## src/vdd_pkg.sv

```systemverilog
package vdd_pkg;

    typedef enum logic [2:0] {
        PH_LEAD   = 3'd0,
        PH_HASHWS = 3'd1,
        PH_WORD   = 3'd2,
        PH_VERWS  = 3'd3,
        PH_DIGITS = 3'd4,
        PH_ESWS   = 3'd5,
        PH_ES_S   = 3'd6,
        PH_TERM   = 3'd7
    } phase_t;

    typedef struct packed {
        logic [7:0] ch;
        logic       first;
    } src_item_t;

    typedef struct packed {
        logic has_version;
        logic is_es3;
    } result_t;

    localparam logic [7:0] CH_NUL   = 8'h00;
    localparam logic [7:0] CH_TAB   = 8'h09;
    localparam logic [7:0] CH_LF    = 8'h0A;
    localparam logic [7:0] CH_CR    = 8'h0D;
    localparam logic [7:0] CH_SPACE = 8'h20;
    localparam logic [7:0] CH_HASH  = 8'h23;
    localparam logic [7:0] CH_ZERO  = 8'h30;
    localparam logic [7:0] CH_NINE  = 8'h39;
    localparam logic [7:0] CH_E     = 8'h65;
    localparam logic [7:0] CH_S     = 8'h73;

    localparam logic [2:0] WORD_LEN = 3'd7;

    // Letters of "version", indexed by position.
    function automatic logic [7:0] word_char(input logic [2:0] idx);
        logic [7:0] c;
        begin
            case (idx)
                3'd0:    c = 8'h76;
                3'd1:    c = 8'h65;
                3'd2:    c = 8'h72;
                3'd3:    c = 8'h73;
                3'd4:    c = 8'h69;
                3'd5:    c = 8'h6F;
                3'd6:    c = 8'h6E;
                default: c = 8'h00;
            endcase
            return c;
        end
    endfunction

    function automatic logic is_blank(input logic [7:0] c);
        return (c == CH_SPACE) || (c == CH_TAB);
    endfunction

    function automatic logic is_digit(input logic [7:0] c);
        return (c >= CH_ZERO) && (c <= CH_NINE);
    endfunction

endpackage

```

## src/vdd_in_stage.sv

```systemverilog
module vdd_in_stage
    import vdd_pkg::*;
(
    input  logic      clk,
    input  logic      rst_n,
    input  logic      in_valid,
    output logic      in_ready,
    input  src_item_t in_item,
    input  logic      advance,
    output logic      item_valid,
    output src_item_t item
);

    logic      valid_reg;
    logic      valid_next;
    src_item_t item_reg;

    assign in_ready   = !valid_reg || advance;
    assign item_valid = valid_reg;
    assign item       = item_reg;

    always_comb
    begin
        valid_next = valid_reg;
        if (in_valid && in_ready)
        begin
            valid_next = 1'b1;
        end
        else if (advance)
        begin
            valid_next = 1'b0;
        end
    end

    always_ff @(posedge clk or negedge rst_n)
    begin
        if (!rst_n)
        begin
            valid_reg <= 1'b0;
        end
        else
        begin
            valid_reg <= valid_next;
        end
    end

    always_ff @(posedge clk)
    begin
        if (in_valid && in_ready)
        begin
            item_reg <= in_item;
        end
    end

endmodule

```

## src/vdd_parser.sv

```systemverilog
module vdd_parser
    import vdd_pkg::*;
(
    input  logic      clk,
    input  logic      rst_n,
    input  logic      step,
    input  src_item_t item,
    output logic      emit,
    output result_t   result,
    output logic      idle
);

    phase_t     phase_reg, phase_next;
    logic [2:0] idx_reg, idx_next;
    logic       decided_reg, decided_next;

    phase_t     ph;
    logic [2:0] idx;
    logic       dec;
    logic [7:0] c;
    logic       fin;
    logic       hv;
    logic       es;

    assign idle = decided_reg;

    // A first-flagged item restarts the parse before its byte is looked at.
    always_comb
    begin
        c   = item.ch;
        ph  = item.first ? PH_LEAD : phase_reg;
        idx = item.first ? 3'd0 : idx_reg;
        dec = item.first ? 1'b0 : decided_reg;
    end

    always_comb
    begin
        phase_next = ph;
        idx_next   = idx;
        fin        = 1'b0;
        hv         = 1'b0;
        es         = 1'b0;
        if (!dec)
        begin
            case (ph)
                PH_LEAD:
                begin
                    if (is_blank(c) || c == CH_CR || c == CH_LF)
                    begin
                        phase_next = PH_LEAD;
                    end
                    else if (c == CH_HASH)
                    begin
                        phase_next = PH_HASHWS;
                    end
                    else
                    begin
                        fin = 1'b1;
                    end
                end
                PH_HASHWS:
                begin
                    if (is_blank(c))
                    begin
                        phase_next = PH_HASHWS;
                    end
                    else if (c == word_char(3'd0))
                    begin
                        idx_next   = 3'd1;
                        phase_next = PH_WORD;
                    end
                    else
                    begin
                        fin = 1'b1;
                    end
                end
                PH_WORD:
                begin
                    if (idx < WORD_LEN && c == word_char(idx))
                    begin
                        idx_next = idx + 3'd1;
                        if (idx_next == WORD_LEN)
                        begin
                            phase_next = PH_VERWS;
                        end
                    end
                    else
                    begin
                        fin = 1'b1;
                    end
                end
                PH_VERWS:
                begin
                    if (is_digit(c))
                    begin
                        phase_next = PH_DIGITS;
                    end
                    else if (!is_blank(c))
                    begin
                        fin = 1'b1;
                        hv  = 1'b1;
                    end
                end
                PH_DIGITS:
                begin
                    if (is_blank(c))
                    begin
                        phase_next = PH_ESWS;
                    end
                    else if (!is_digit(c))
                    begin
                        fin = 1'b1;
                        hv  = 1'b1;
                    end
                end
                PH_ESWS:
                begin
                    if (c == CH_E)
                    begin
                        phase_next = PH_ES_S;
                    end
                    else if (!is_blank(c))
                    begin
                        fin = 1'b1;
                        hv  = 1'b1;
                    end
                end
                PH_ES_S:
                begin
                    if (c == CH_S)
                    begin
                        phase_next = PH_TERM;
                    end
                    else
                    begin
                        fin = 1'b1;
                        hv  = 1'b1;
                    end
                end
                PH_TERM:
                begin
                    fin = 1'b1;
                    hv  = 1'b1;
                    es  = (c == CH_NUL) || (c == CH_LF) || (c == CH_CR) || is_blank(c);
                end
                default:
                begin
                    fin = 1'b1;
                end
            endcase
        end
        decided_next = dec || fin;
    end

    assign emit               = step && fin;
    assign result.has_version = hv;
    assign result.is_es3      = es;

    always_ff @(posedge clk or negedge rst_n)
    begin
        if (!rst_n)
        begin
            phase_reg   <= PH_LEAD;
            idx_reg     <= 3'd0;
            decided_reg <= 1'b1;
        end
        else if (step)
        begin
            phase_reg   <= phase_next;
            idx_reg     <= idx_next;
            decided_reg <= decided_next;
        end
    end

endmodule

```

## src/vdd_out_stage.sv

```systemverilog
module vdd_out_stage
    import vdd_pkg::*;
(
    input  logic    clk,
    input  logic    rst_n,
    input  logic    load,
    input  result_t result,
    output logic    advance,
    output logic    out_valid,
    input  logic    out_ready,
    output result_t out_result
);

    logic    valid_reg;
    logic    valid_next;
    result_t result_reg;

    // The register can take a new result when empty or when it is drained this cycle.
    assign advance    = !valid_reg || out_ready;
    assign out_valid  = valid_reg;
    assign out_result = result_reg;

    always_comb
    begin
        valid_next = valid_reg;
        if (load && advance)
        begin
            valid_next = 1'b1;
        end
        else if (out_ready)
        begin
            valid_next = 1'b0;
        end
    end

    always_ff @(posedge clk or negedge rst_n)
    begin
        if (!rst_n)
        begin
            valid_reg <= 1'b0;
        end
        else
        begin
            valid_reg <= valid_next;
        end
    end

    always_ff @(posedge clk)
    begin
        if (load && advance)
        begin
            result_reg <= result;
        end
    end

endmodule

```

## src/version_directive_detector.sv

```systemverilog
// Version directive detector: takes one source byte per cycle and reports, at most once per
// source, whether the text opens with a version directive and whether that directive
// carries the "es" suffix. A byte flagged in s_tuser starts a new source; bytes before
// the first flagged byte, and bytes after the outcome is known, give no result. A byte is
// accepted every cycle while the result side keeps up; the byte that decides a result
// passes through the input register and then the result register, and the parser state
// is updated when that result is loaded into the result register.
module version_directive_detector
    import vdd_pkg::*;
(
    input  logic       clk,
    input  logic       rst_n,
    input  logic       s_tvalid,
    output logic       s_tready,
    input  logic [7:0] s_tdata,   // [7:0] ch
    input  logic       s_tuser,   // [0] first
    output logic       m_tvalid,
    input  logic       m_tready,
    output logic [7:0] m_tdata    // [0] has_version, [1] is_es3, [7:2] zero
);

    src_item_t in_item;
    src_item_t item;
    logic      item_valid;
    logic      advance;
    logic      step;
    logic      emit;
    logic      parser_idle;
    result_t   result;
    result_t   out_result;

    assign in_item.ch    = s_tdata;
    assign in_item.first = s_tuser;
    assign step          = item_valid && advance;

    vdd_in_stage u_in_stage (
        .clk        (clk),
        .rst_n      (rst_n),
        .in_valid   (s_tvalid),
        .in_ready   (s_tready),
        .in_item    (in_item),
        .advance    (advance),
        .item_valid (item_valid),
        .item       (item)
    );

    vdd_parser u_parser (
        .clk    (clk),
        .rst_n  (rst_n),
        .step   (step),
        .item   (item),
        .emit   (emit),
        .result (result),
        .idle   (parser_idle)
    );

    vdd_out_stage u_out_stage (
        .clk        (clk),
        .rst_n      (rst_n),
        .load       (emit),
        .result     (result),
        .advance    (advance),
        .out_valid  (m_tvalid),
        .out_ready  (m_tready),
        .out_result (out_result)
    );

    assign m_tdata = {6'd0, out_result.is_es3, out_result.has_version};

    // An ES3 result is only ever given together with a found directive.
    a_es3_needs_version : assert property (@(posedge clk) disable iff (!rst_n)
        m_tvalid |-> (out_result.has_version || !out_result.is_es3))
        else $error("is_es3 set without has_version");

    // A result only comes from a source under parse or one just started.
    a_emit_needs_source : assert property (@(posedge clk) disable iff (!rst_n)
        emit |-> (!parser_idle || item.first))
        else $error("result from an idle parser");

    // Once a result is emitted the parser stays idle until the next first byte.
    a_idle_after_emit : assert property (@(posedge clk) disable iff (!rst_n)
        emit |=> parser_idle)
        else $error("parser not idle after a result");

endmodule

```

## config.mk

```make
export PLATFORM = sky130hd
export DESIGN_NAME = version_directive_detector
export DESIGN_NICKNAME = d
export VERILOG_FILES = /design/src/vdd_pkg.sv /design/src/vdd_in_stage.sv /design/src/vdd_parser.sv /design/src/vdd_out_stage.sv /design/src/version_directive_detector.sv
export SDC_FILE = /design/constraint.sdc
export NUM_CORES = 1
export LEC_CHECK = 0
export BUFFER_PORTS_ARGS = -buffer_cell sky130_fd_sc_hd__buf_2
export CAP_MARGIN = 25
export CORE_MARGIN = 5
export CORE_UTILIZATION = 60
export CTS_BUF_LIST = sky130_fd_sc_hd__clkbuf_8
export CTS_CLUSTER_SIZE = 14
export DETAILED_ROUTE_END_ITERATION = 12
export PLACE_DENSITY = 0.88
export SLEW_MARGIN = 20
export SYNTH_ARGS = -nofsm -noshare
export SYNTH_HDL_FRONTEND = slang
export SYNTH_SLANG_ARGS = --single-unit
```

## constraint.sdc

```tcl
create_clock -name clk -period 5.6 [get_ports clk]
set_input_delay 0.28 -clock clk [delete_from_list [all_inputs] [get_ports clk]]
set_output_delay 0.28 -clock clk [all_outputs]
set_load 0.005 [all_outputs]
```

Word level (Yosys, flattened, before mapping)

Cells that the tools add are included.

Word-level logic and storage cells: 101
Register bits after elaboration: 20

Bitwise operators: 1
Equality and inequality tests: 23
Add/subtract/negate cells: 1
Order comparisons: 3
Reductions and logical operators: 23
Muxes and demuxes: 41

Operators by type and width:

| kind                | number |
|---|---|
| $mux 3              | 17 |
| $pmux 7 s7          | 1 |
| $eq 3x3->1 const B  | 8 |
| $eq 8x4->1 const B  | 3 |
| $eq 8x7->1 const B  | 3 |
| $pmux 3 s7          | 1 |
| $mux 1              | 17 |
| $eq 8x6->1 const B  | 2 |
| $mux 8              | 2 |
| $eq 3x2->1 const B  | 4 |
| $logic_or 1x1->1    | 9 |
| $eq 8x8->1          | 1 |
| $ge 8x6->1 const B  | 1 |
| $le 8x6->1 const B  | 1 |
| $logic_not 8->1     | 1 |
| $pmux 1 s8          | 1 |
| $eq 3x1->1 const B  | 2 |
| $logic_and 1x1->1   | 6 |
| $logic_not 3->1     | 2 |
| $pmux 3 s2          | 1 |
| $pmux 1 s5          | 1 |
| $reduce_bool 2->1   | 2 |
| $add 3x1->3 const B | 1 |
| $lt 3x3->1 const B  | 1 |
| other kinds (3)     | 4 |

Logic depth before layout (Yosys ltp)

Depth after elaboration: 13
Gate-level depth with buffers: 10
Mapped depth without buffers: 9

Cells and area by module

Synthesis repeated with hierarchy kept, for this count alone.

Cell total of the unflattened synthesis: 192
Area, all modules: 1,711.6 um^2

Modules (own cells, without submodules):

| module                     | sequential area each (um^2) | area each (um^2) | cells an instance | instances |
|---|---|---|---|---|
| vdd_parser                 | 176.4                       | 1,218.7          | 165               | 1 |
| vdd_in_stage               | 295.3                       | 324.1            | 13                | 1 |
| vdd_out_stage              | 85.1                        | 113.9            | 6                 | 1 |
| version_directive_detector | 0.0                         | 55.1             | 8                 | 1 |

Worst setup path after synthesis

Ideal clock, no wire load.

Kind: register to register
From: reg u_in_stage.item_reg (netlist bit u_in_stage.item[0])
To: reg u_out_stage.result_reg (netlist bit u_out_stage.out_result[0]), enable pin
Library setup time: 244 ps
Path buffers: 1
Cell stages (with the launch flop): 11
Required time: 5,356 ps
Setup slack: 3,259 ps
Arrival: 2,097 ps
Path through: edfxtp_1 -> buf_6 -> and2b_1 -> and2_1 -> ha_1 -> nand2b_1 -> nand3_1 -> a22o_1 -> nor4_4 -> o211a_1 -> nor2_1

Word-level cells in the longest chain between the ends: 12
Elaborated cells on any way between the ends: 29
Those cells by class: order compare: 1; eq/ne: 14; mux: 9; reduce/logical: 5

RTL lines:

| element                            | line                | RTL |
|---|---|---|
| from (decl)                        | vdd_in_stage.sv:16  | `src_item_t item_reg;` |
| from (signal assigned)             | vdd_in_stage.sv:51  | `item_reg <= in_item;` |
| $mux 3                             | vdd_parser.sv:32    | `idx = item.first ? 3'd0 : idx_reg;` |
| $eq 3x3->1 (tied with other cells) | vdd_pkg.sv:41       | `case (idx)` |
| $pmux 7 s7                         | vdd_pkg.sv:41       |  |
| $mux 8                             | vdd_parser.sv:45    | `case (ph)` |
| $mux 8                             | vdd_parser.sv:43    | `if (!dec)` |
| $eq 8x8->1                         | vdd_parser.sv:79    | `if (idx < WORD_LEN && c == word_char(idx))` |
| $logic_and 1x1->1                  | vdd_parser.sv:79    |  |
| $mux 1                             | vdd_parser.sv:79    |  |
| $pmux 1 s8                         | vdd_parser.sv:45    |  |
| $mux 1 *                           | vdd_parser.sv:43    |  |
| $logic_and 1x1->1 *                | vdd_parser.sv:155   | `assign emit = step && fin;` |
| $logic_and 1x1->1 *                | vdd_out_stage.sv:50 | `if (load && advance)` |
| to (signal assigned)               | vdd_out_stage.sv:52 | `result_reg <= result;` |
| to (decl)                          | vdd_out_stage.sv:16 | `result_t result_reg;` |

Every way passes the cells marked *; elsewhere a longest branch is shown, timed or not. The select of a mux whose other input is x is not followed.
A chain may end at the register's enable or synchronous reset.

Worst setup path after layout

Ends and elaborated chain as after synthesis.

==> flow_summary.yaml <==
detailed_routing:
  firstDrtPassIters: 5
  wire_per_inst_um: 15.4
  top_layer: "met4"
  ant_nets: 0
  drt_wl_total_mm: 3.26
  wl_met2_mm: 1.64
  vias: 1346
  wl_met3_um: 202
  drt-met1-wl_mm: 1.37
  drtIter0Drc: 97
  drc: 0
  viasPerCell: 6.35
synthesis:
  ys_ff_latch: 20
  seq_area_frac_synth_pct: 36.9
  synthArstFlopShare_pct: 45.0
  synth.distinct_cells: 56
  ys_warn_count: 0
  synth_flop_cell: "edfxtp_1"
  synthesis.area_um2: 1510
  syn_inst: 174
  syn_area_per_cell_um2: 8.68
  synth_edf_count: 11
sta:
  clock-skew-final_ns: 0.00464
  rsz0062_at_grt: "false"
  slew_headroom_pct: 62.4
  maxClockFrequency_mhz: 354
  final-max-slew-violation-count: 0
  period_share_pct: 50.4
  finalCriticalPeriod_ns: 2.82
  final_hold_viol_count: 0
  setup_viol: 0
  worstMarginPinSlew_ns: 0.564
  setup_tns_ns: 0
power_and_ir_drop:
  p_switching_uw: 134
  power.density_nw_per_um2: 253
  power_frac_comb_pct: 24.1
  p_clk_share_pct: 23.1
  seqPwrFrac_pct: 52.8
  leakagePower_uw: 0.000645
  finalPower_uw: 404
  p_int_uw: 270
  peakVddDrop_v: 0.000196
  swShare_pct: 33.2
global_routing:
  grt_pass1_vias: 1240
  grt_pass1_wl_mm: 5.44
  antenna_found_initial: 0
  grt_max_degree: 19
  grt_usage_pct: 19.7
  gr-total-overflow: 0
clock_network:
  cts_resized: 0
  clk_path_buf_depth: 2
  cts_htree_levels: 1
  clock-root-buffer: "clkbuf_8"
  clk_pin_slew_worst_paths_ns: 0.07
  worstSkewPairLatency_ns: 0.25
  cts_made_buffers: 3
  cts_sinks: 20
  tritoncts: "yes"
  post-cts-setup-buffers: 0
  ctsHoldBuffers: 1
layout:
  final_cell_mix: "nor2_1, buf_2, nand2_1"
  final_cell_area_um2: 1590
  nets: 197
  instances_no_fill: 212
  layout_commonest_cell: "nor2_1"
  diodes: 0
  largest_reg_flops: 9
  areaGrowthSynthToFinish_pct: 5.55
  drive_gt1_share_pct: 14.3
run:
  max_cap_viol_count: 0
place:
  place.gp.congestion: 0.863
  dpl_cell_area_um2: 1540
  place.port_buffers: 16
  dp_hpwl_mm: 2.47
  dp.cells: 207
die:
  io_pins: 23
  start_util_pct: 62.1
  die_h_um: 60.2
  row_count: 18
  die_w_um: 60.2
  die-area_um2: 3620
  core_um2: 2430
worst_setup_path:
  cp-startpoint: "u_in_stage.item[0]"
  endpoint_kind: "flip-flop"
  slowest_delay_ns: 0.63
  critical_path_required_ns: 5.62
  rr_startpoint: "u_in_stage.item[0]"
  crit_type: "reg2reg"
  cp_cell_sequence: "and2b_1 > and2_1 > ha_1 > nand2b_1 > nand3_1 > a22o_1 > nor4_4 > o211a_1 > nor2_1"
  cp.depth: 9
  path_buf_inv: 0
  cpLargestDelayFamily: "simple AND/OR/NAND/NOR gates"
  start_kind: "flip-flop"
  worst_r2r_path_depth: 9
  critPathMaxFanout: 18
  ff2ff_setup_slack_ns: 2.78
  slowest_stage: "edfxtp_1"
  r2r-end: "u_out_stage.out_result[0]"
  endpoint: "u_out_stage.out_result[0]"
  cp.arrival_ns: 2.84
worst_hold_path:
  min_path_type: "in2reg"
status:
  outcome: "completed"
==> power by group through the flow <==
stage	Sequential, µW	Clock, µW	Combinational (µW)
after floorplan	194	0	92.0
after global placement	214	0	91.3
after detailed placement	216	0	96.0
after CTS	212	95.1	97.0
after global routing	217	102	109
final	213	93.3	97.2
==> worst register-to-register path: stages, from the launching register on <==
cell      delay, ns
edfxtp_1       0.63
and2b_1        0.34
and2_1         0.14
ha_1           0.18
nand2b_1       0.14
nand3_1        0.08
a22o_1         0.26
nor4_4         0.46
o211a_1        0.27
nor2_1         0.09
==> kinds of logic (layout without fill, tap and decap cells) <==
logic type,count (synthesis),after routing,synth area share (%)
AO/OA/AOI/OAI,42,42,19.8
XOR/XNOR,2,2,1.16
adder cells (fa/ha/maj),1,1,0.828
buffers and inverters,24,27,8.62
flip-flops,20,20,36.9
multiplexers,1,1,0.663
other,1,6,0.248
AND/OR/NAND/NOR,83,83,31.8
==> through the flow <==
stage | setup slack, ns | hold WS (ns) | util, %
after floorplan | 3.26 | -0.0156 | -
after global placement | 2.93 | 0.139 | 63.3
after detailed placement | 2.82 | 0.140 | 63.3
after CTS | 2.80 | 0.195 | 65.5
after global routing | 2.61 | 0.189 | 65.5
final | 2.78 | 0.196 | 65.5
==> synthesized netlist by cell type, types with 4 or more instances <==
| cell type | n | area [µm²] |
|---|---|---|
| nand2b_1 | 7 | 43.8 |
| a21oi_1 | 5 | 25.0 |
| dfrtp_1 | 8 | 200 |
| nor2_1 | 17 | 63.8 |
| edfxtp_1 | 11 | 330 |
| o211ai_1 | 4 | 30.0 |
| nor3_1 | 6 | 30.0 |
| inv_1 | 6 | 22.5 |
| buf_2 | 7 | 35.0 |
| nand4_1 | 4 | 25.0 |
| buf_4 | 6 | 45.0 |
| nand3_1 | 10 | 50.1 |
| nand3b_1 | 5 | 37.5 |
| nand2_1 | 13 | 48.8 |
| o21ai_0 | 4 | 20.0 |
==> how the worst min path moves through the flow <==
stage / start / end / slack (ns) / depth (start not counted)
finish: s_tdata[7] / u_in_stage.item[8] / 0.20 / 1
detailed placement: rst_n / u_parser.phase_reg[1] / 0.14 / 1
floorplan: rst_n / u_in_stage.item_valid / -0.02 / 0
global route: s_tdata[3] / u_in_stage.item[4] / 0.19 / 1
global placement: rst_n / u_parser.phase_reg[0] / 0.14 / 1
CTS: s_tdata[0] / u_in_stage.item[1] / 0.20 / 1
==> routing by layer <==
layer	vias up	track usage (%)
li1	642	-
met1	637	24.3
met2	59	34.7
met3	8	3.02
met4	0	6.65
met5	-	0
==> area by class of cell <==
class,instances,area [µm²]
Clock buffer,3,41.3
Multi-Input combinational cell,135,842
Inverter,6,22.5
Sequential cell,20,557
Clock inverter,1,3.75
Tap cell,30,37.5
Fill cell,202,838
Timing Repair Buffer,17,90.1
Note: power is estimated with default switching activity, not from simulation.
